==> src/m3i_pkg.sv <==
// Shared constants, cofactor index table and queue entry type for the 3x3 inverter.
package m3i_pkg;

	localparam int WORD_BITS = 32;
	localparam int FRAC_BITS = 16;

	// element products, adjugate, split high part, det terms, determinant
	localparam int PW = 2 * WORD_BITS;
	localparam int AW = 2 * WORD_BITS + 1;
	localparam int HW = WORD_BITS + 1;
	localparam int TW = 3 * WORD_BITS + 1;
	localparam int DW = 3 * WORD_BITS + 3;

	// scaled numerator magnitude and divider compare width
	localparam int NW = AW + 2 * FRAC_BITS;
	localparam int CW = (NW > DW + WORD_BITS) ? NW : DW + WORD_BITS;

	localparam int QDEPTH = 2;
	localparam int QPW = $clog2(QDEPTH);

	// input regs, overflow check, one stage per quotient bit, saturation
	localparam int DIV_LAT = WORD_BITS + 3;

	// adjugate element k = m[a]*m[b] - m[c]*m[d], row-major element indexes
	localparam logic [3:0] ADJ_IDX [0:8][0:3] = '{
		'{4'd4, 4'd8, 4'd5, 4'd7}, '{4'd2, 4'd7, 4'd1, 4'd8}, '{4'd1, 4'd5, 4'd2, 4'd4},
		'{4'd5, 4'd6, 4'd3, 4'd8}, '{4'd0, 4'd8, 4'd2, 4'd6}, '{4'd2, 4'd3, 4'd0, 4'd5},
		'{4'd3, 4'd7, 4'd4, 4'd6}, '{4'd1, 4'd6, 4'd0, 4'd7}, '{4'd0, 4'd4, 4'd1, 4'd3}
	};

	typedef struct packed {
		logic [8:0][AW-1:0] adj;
		logic [DW-1:0]      det;
		logic               singular;
	} qent_t;

endpackage

==> src/m3i_queue.sv <==
// Short queue between the front pipeline and the divider bank.
module m3i_queue import m3i_pkg::*; (
	input  logic  clk,
	input  logic  arst_n,
	input  logic  push,
	input  qent_t wdata,
	input  logic  pop,
	output qent_t head,
	output logic  empty,
	output logic  full
);

	qent_t          mem_q [QDEPTH];
	logic [QPW-1:0] wr_q, rd_q;
	logic [QPW:0]   cnt_q;

	always_ff @(posedge clk or negedge arst_n) begin
		if (!arst_n) begin
			wr_q  <= '0;
			rd_q  <= '0;
			cnt_q <= '0;
		end else begin
			if (push)
				wr_q <= wr_q + 1'b1;
			if (pop)
				rd_q <= rd_q + 1'b1;
			if (push && !pop)
				cnt_q <= cnt_q + 1'b1;
			else if (pop && !push)
				cnt_q <= cnt_q - 1'b1;
		end
	end

	always_ff @(posedge clk) begin
		if (push)
			mem_q[wr_q] <= wdata;
	end

	assign head  = mem_q[rd_q];
	assign empty = (cnt_q == '0);
	assign full  = (cnt_q == (QPW+1)'(QDEPTH));

	a_no_overflow: assert property (@(posedge clk) disable iff (!arst_n)
		push |-> (!full || pop)) else $error("queue overflow");

	a_no_underflow: assert property (@(posedge clk) disable iff (!arst_n)
		pop |-> !empty) else $error("queue underflow");

endmodule

==> config.mk <==
export PLATFORM = sky130hd
export DESIGN_NAME = m3i_queue
export DESIGN_NICKNAME = d
export VERILOG_FILES = /design/src/m3i_pkg.sv /design/src/m3i_queue.sv
export SDC_FILE = /design/constraint.sdc
export NUM_CORES = 1
export LEC_CHECK = 0
export BUFFER_PORTS_ARGS = -buffer_cell sky130_fd_sc_hd__buf_2
export CORE_AREA = 2 2 542 544
export DETAILED_ROUTE_END_ITERATION = 10
export DIE_AREA = 0 0 544 546
export PLACE_DENSITY_LB_ADDON = 0.3
export SKIP_CTS_REPAIR_TIMING = 1
export SLEW_MARGIN = 20
export SYNTH_ARGS = -nofsm -noshare
export SYNTH_HDL_FRONTEND = slang
export SYNTH_SLANG_ARGS = --single-unit
==> constraint.sdc <==
create_clock -name clk -period 30 [get_ports clk]
set_input_delay 1.5 -clock clk [delete_from_list [all_inputs] [get_ports clk]]
set_output_delay 1.5 -clock clk [all_outputs]
set_load 0.05 [all_outputs]
==> results.ini, run 1 <==
[run]
maxCapViolCount = 0

[setup_path]
rr_worst_depth = 5
cp_max_fo = 79
critical_path.cell_chain = buf_4, buf_4, buf_4, mux2_2, buf_2
cp_common_cell = buf_4
cp_num_buf_inv = 4
worst_setup_path_start_kind = register
crit_path_end_kind = primary output
critical_path_required_ns = 28.50
cp_top_family = buffers and inverters
arrival_ns = 4.96
cpPeakStageDelay_ns = 0.89
crit_type = reg2out
critical_path_depth = 5
slowest_stage = dfrtp_4

[timing]
setup_violations = 0
final.setup.tns_ns = 0
whs_ns = 0.476
min_period_over_period = 0.215
timing.fmax_ghz = 0.155
rsz0062_at_grt = no
slew_viol_final = 0
fin_crit_ns = 6.46
worst_slew_pin_slew_ns = 1.12
clock_skew_ns = 0.0261
hold_viol_final = 0
maxSlewHeadroom = 0.256

[placed_design]
port_buffers = 1375
gp_congestion = 0.852
hpwlAfterDp_mm = 155

[cells_and_area]
drive_above_1_share = 0.619
final_cell_mix = buf_2 (1375), edfxtp_1 (1370), mux2_2 (685)
mostFrequentLayoutCell = buf_2
fin_nets = 4341
area_growth_pct = 34.4
fillCellCount = 30600

[die]
die_h_um = 546
die_area_mm2 = 0.297
start_util = 0.171
fp.coreArea_mm2 = 0.292
num_rows = 199
dieWidth_um = 544
ios = 1376

[drt]
routedWlPerCell_um = 25.8
routed_wl_mm = 200
met2RoutedLength_mm = 92.9
top_layer = met5
vias = 27600
drt_iter0_markers = 1879
drc = 0
antenna_left = 0
wl_met3_mm = 26.5
wl_met1_mm = 73.1
via_per_inst = 3.56
drt_pass1_iterations = 5

[power]
powerDensity_mw_per_mm2 = 117
p_leak_nw = 24.0
irDropWorstVdd_v = 0.0000632

[logic_synthesis]
synth_cell_types = 13
syn_area_mm2 = 0.0498
avgSynthCellArea_um2 = 23.2
ys_warn_count = 0
ys_seq_area_frac = 0.828
syn-num-nets = 2837
ys_ff_latch = 1374
synthCells = 2147

[global_routing]
grtUsageTotal = 0.128
grt_max_degree = 142
grt_pass1_wl_mm = 257
overflow = 0
grt_pass1_vias = 28400
antenna_found_initial = 237

[clocking]
cts_sinks = 1374
clk_path_buf_depth = 4
cts_tree = yes
cts.htree.levels = 4
clk_pin_slew_ns = 0.06
clk-insertion-delay-late_ns = 0.82
cts_root_buf = clkbuf_16
cts_inserted_buffers = 170

[min_path]
hold_path_class = in2async

[outcome]
status = finished, final reports clean

-- sequential cells by signal, summed over array words and instances (netlist names) --
register,count
mem_q,1370
cnt_q,2
rd_q,1
wr_q,1
-- layer usage --
layer / global-route usage / up-vias
met3: 0.0704 / 523
met5: 0 / -
met2: 0.212 / 1553
li1: - / 11800
met4: 0.0390 / 102
met1: 0.140 / 13700
-- per-stage QoR --
stage / instances / utilization / cell area [µm²] / power (mW) / worst slack, ns
after floorplan: 2147 / - / 49800 / 5.23 / 10.24
after CTS: 7705 / 0.229 / 66800 / 7.98 / 23.40
final: 7750 / 0.229 / 66900 / 7.82 / 23.54
after global placement: 7398 / 0.209 / 61100 / 5.81 / 24.22
after detailed placement: 7398 / 0.209 / 61100 / 5.81 / 24.15
after global routing: 7714 / 0.229 / 66900 / 8.14 / 23.23
-- kinds of logic after synthesis --
logic type / count (synthesis) / share of synthesized area
flip-flops: 1374 / 0.828
XOR/XNOR: 5 / 0.000879
AND/OR/NAND/NOR: 5 / 0.000528
multiplexers: 685 / 0.155
adder cells (fa/ha/maj): 1 / 0.000251
buffers and inverters: 77 / 0.0153
-- cell type report --
cell class | instances | area (µm²) | share of cell area
Inverter | 1 | 3.75 | 0.0000561
Clock inverter | 102 | 1250 | 0.0187
Multi-Input combinational cell | 696 | 7810 | 0.117
Clock buffer | 205 | 4460 | 0.0666
Timing Repair Buffer | 1408 | 7170 | 0.107
Tap cell | 3919 | 4900 | 0.0732
Antenna cell | 45 | 113 | 0.00168
Sequential cell | 1374 | 41200 | 0.616
-- cell usage after synthesis --
master	count	area share
inv_1	1	0.000075
nor2b_1	2	0.00025
xor2_1	4	0.00070
buf_4	1	0.00015
buf_2	15	0.0015
mux2_2	685	0.15
and2_1	1	0.00013
xnor2_1	1	0.00018
dfrtp_1	4	0.0020
buf_6	60	0.014
nor2_1	2	0.00015
edfxtp_1	1370	0.83
ha_1	1	0.00025
-- final timing paths --
| path | from | slack (ns) | to |
|---|---|---|---|
| setup / recovery | rd_q | 23.54 | head[384] |
| hold / removal | arst_n | 0.48 | cnt_q[1] |
| setup reg to reg | wr_q | 25.48 | mem_q[1][155] |
| hold reg to reg | cnt_q[1] | 0.51 | cnt_q[1] |
| max in group asynchronous | arst_n | 29.39 | rd_q |
| min in group clk | cnt_q[1] | 0.51 | cnt_q[1] |
-- power breakdown --
| part | internal (mW) | switching, mW |
|---|---|---|
| sequential | 2.55 | 0.0951 |
| combinational | 0.732 | 2.33 |
| clock | 1.28 | 0.833 |
No activity file was read; power rests on OpenSTA's default activity.
==> run 2, diff against run 1 <==
--- a/config.mk
+++ b/config.mk
@@ -6,9 +6,9 @@
 export NUM_CORES = 1
 export LEC_CHECK = 0
 export BUFFER_PORTS_ARGS = -buffer_cell sky130_fd_sc_hd__buf_2
-export CORE_AREA = 2 2 542 544
+export CORE_AREA = 2 2 530 532
 export DETAILED_ROUTE_END_ITERATION = 10
-export DIE_AREA = 0 0 544 546
+export DIE_AREA = 0 0 532 534
 export PLACE_DENSITY_LB_ADDON = 0.3
 export SKIP_CTS_REPAIR_TIMING = 1
 export SLEW_MARGIN = 20
==> constraint.sdc (replaced) <==
create_clock -name clk -period 6.1 [get_ports clk]
set_input_delay 0.305 -clock clk [delete_from_list [all_inputs] [get_ports clk]]
set_output_delay 0.305 -clock clk [all_outputs]
set_load 0.05 [all_outputs]
==> results.ini, run 2 (synthesis gave the netlist of run 1 again) <==
[global_routing]
overflow = 0  ; unchanged
globalRouteMet2Util = 0.227  ; +0.0154
grtUsageTotal = 0.135  ; +0.00691
grt_max_degree = 138  ; -2.8%
grt_pass1_wl_mm = 260  ; +1.3%
grtUsageMet1 = 0.147  ; +0.00678
antenna_found_initial = 225  ; -5.1%
grt_use_met3 = 0.0735  ; +0.00306
grt_pass1_vias = 28400  ; +0.039%
busiest_layer = met2

[timing]
maxSlewHeadroom = 0.312  ; +0.0555
setup_violations = 0  ; unchanged
slew_viol_final = 0  ; unchanged
setup_ws_ns = 2.45  ; -21.09 ns
rsz0062_at_grt = no
worst_slew_pin_slew_ns = 1.03  ; -0.0833 ns
min_period_over_period = 0.598
hold_viol_final = 0  ; unchanged
fin_crit_ns = 3.65
clock_skew_ns = 0.0443  ; +0.0182 ns
timing.fmax_ghz = 0.274
final.setup.tns_ns = 0  ; unchanged

[die]
die_h_um = 534  ; -2.2%
die_area_mm2 = 0.284  ; -4.4%
fp.coreArea_mm2 = 0.278  ; -4.7%
start_util = 0.179  ; +0.00836
ios = 1376  ; unchanged
dieWidth_um = 532  ; -2.2%
num_rows = 194  ; -2.5%

[setup_path]
rr_worst_depth = 3  ; -2
cp-startpoint = rd_q
crit_type = reg2out
worst_setup_path_start_kind = register
crit_path_end_kind = primary output
reg2reg_from = wr_q
critical_path_required_ns = 5.79  ; -22.71 ns
cp_max_fo = 137  ; +73%
arrival_ns = 3.34  ; -1.62 ns

[drt]
drt_pass1_iterations = 5  ; unchanged
via_per_inst = 3.65  ; +2.4%
routedWlPerCell_um = 24.4  ; -5.2%
drt_iter0_markers = 1929  ; +2.7%
vias = 30200  ; +9.5%
drc = 0  ; unchanged
routed_wl_mm = 202  ; +1.4%
antenna_left = 0  ; unchanged

[power]
p_total_mw = 38.1  ; +390%
p_leak_nw = 26.7  ; +11%
powerDensity_mw_per_mm2 = 520  ; +350%
irDropWorstVdd_v = 0.000325  ; +410%

[placed_design]
hpwlAfterDp_mm = 156  ; +0.34%
pre_cts_slack_ns = 3.22  ; -20.93 ns
dp_cells = 7218  ; -2.4%
gp_congestion = 0.883  ; +3.7%
port_buffers = 1375  ; unchanged

[cells_and_area]
top_regs = mem_q: 1370 flops, cnt_q: 2 flops
final_cell_mix = buf_2 (1375), edfxtp_1 (1370), dlygate4sd3_1 (689)
fin_cells = 8288  ; +6.9%
area_growth_pct = 47.3
post-route-util = 0.263  ; +0.0343
mostFrequentLayoutCell = buf_2
largest-register = mem_q
fin_nets = 5041  ; +16%
largest_reg_flops = 1370  ; unchanged
drive_above_1_share = 0.520  ; -0.0992

[clocking]
cts.htree.levels = 4  ; unchanged
cts_inserted_buffers = 166  ; -2.4%
clk_pin_slew_ns = 0.06  ; about the same
cts_sinks = 1374  ; unchanged
clk_path_buf_depth = 4  ; unchanged
clk-insertion-delay-late_ns = 0.81  ; about the same
cts_root_buf = clkbuf_16
cts_tree = yes

[min_path]
hold-path-cell-count = 2
min-delay-start = wdata[447]
hold_path_class = in2reg

[run]
maxCapViolCount = 0  ; unchanged

[outcome]
status = finished, final reports clean

[run 2: cell types whose count changed in the layout (fill, tap and decap cells not counted), moves of 3 or more]
cell	delta
dlygate4sd3_1	+689
diode_2	+44
clkinv_1	+16
bufinv_16	-15
buf_12	+11
clkinv_2	-9
clkbuf_16	-5
clkinvlp_4	+5
buf_4	+4
inv_6	-4
clkbuf_8	-3
clkinv_4	-3
[run 2: worst paths after layout]
| kind | endpoint | slack, ns |
|---|---|---|
| min reg2reg | cnt_q[1] | 0.50 |
| max | head[385] | 2.45 |
| min | mem_q[1][447] | 0.21 |
| min in group asynchronous | rd_q | 0.41 |
| max in group asynchronous | rd_q | 5.50 |
| max reg2reg | mem_q[1][511] | 3.45 |
[run 2: power breakdown]
part	switching (mW)	internal [mW]	total, mW
registers	0.460	12.5	13.0
clock network	4.00	5.45	9.46
logic	11.7	4.01	15.7
total	16.2	22.0	38.1
[run 2: worst max-delay path, cell delays in order, from the launching register on]
cell and delay, ns:
dfrtp_4 0.90, buf_12 0.61, mux2_2 0.47, buf_2 0.23
[run 2: cell type report]
| type | instances | area, µm² |
|---|---|---|
| diodes | 89 | 223 |
| clock buffers | 198 | 4300 |
| clock inverters | 94 | 811 |
| fillers | 28700 | 205000 |
| inverters | 1 | 3.75 |
| multi-input cells | 696 | 7810 |
| flip-flops and latches | 1374 | 41200 |
| well taps | 3724 | 4660 |
| repair buffers | 2112 | 14300 |
[run 2: per-stage QoR]
stage | hold slack, ns | cell area [µm²]
floorplan | 0.00941 | 49800
global placement | 0.118 | 61100
detailed placement | 0.122 | 61100
CTS | -0.827 | 66200
global route | 0.137 | 73200
finish | 0.212 | 73400
[run 2: metal layers]
layer  up-vias  part of all wire
met5         -            0.0022
met4        68             0.029
met3       454              0.11
met2      1528              0.48
met1     15000              0.38
li1      13200                 -
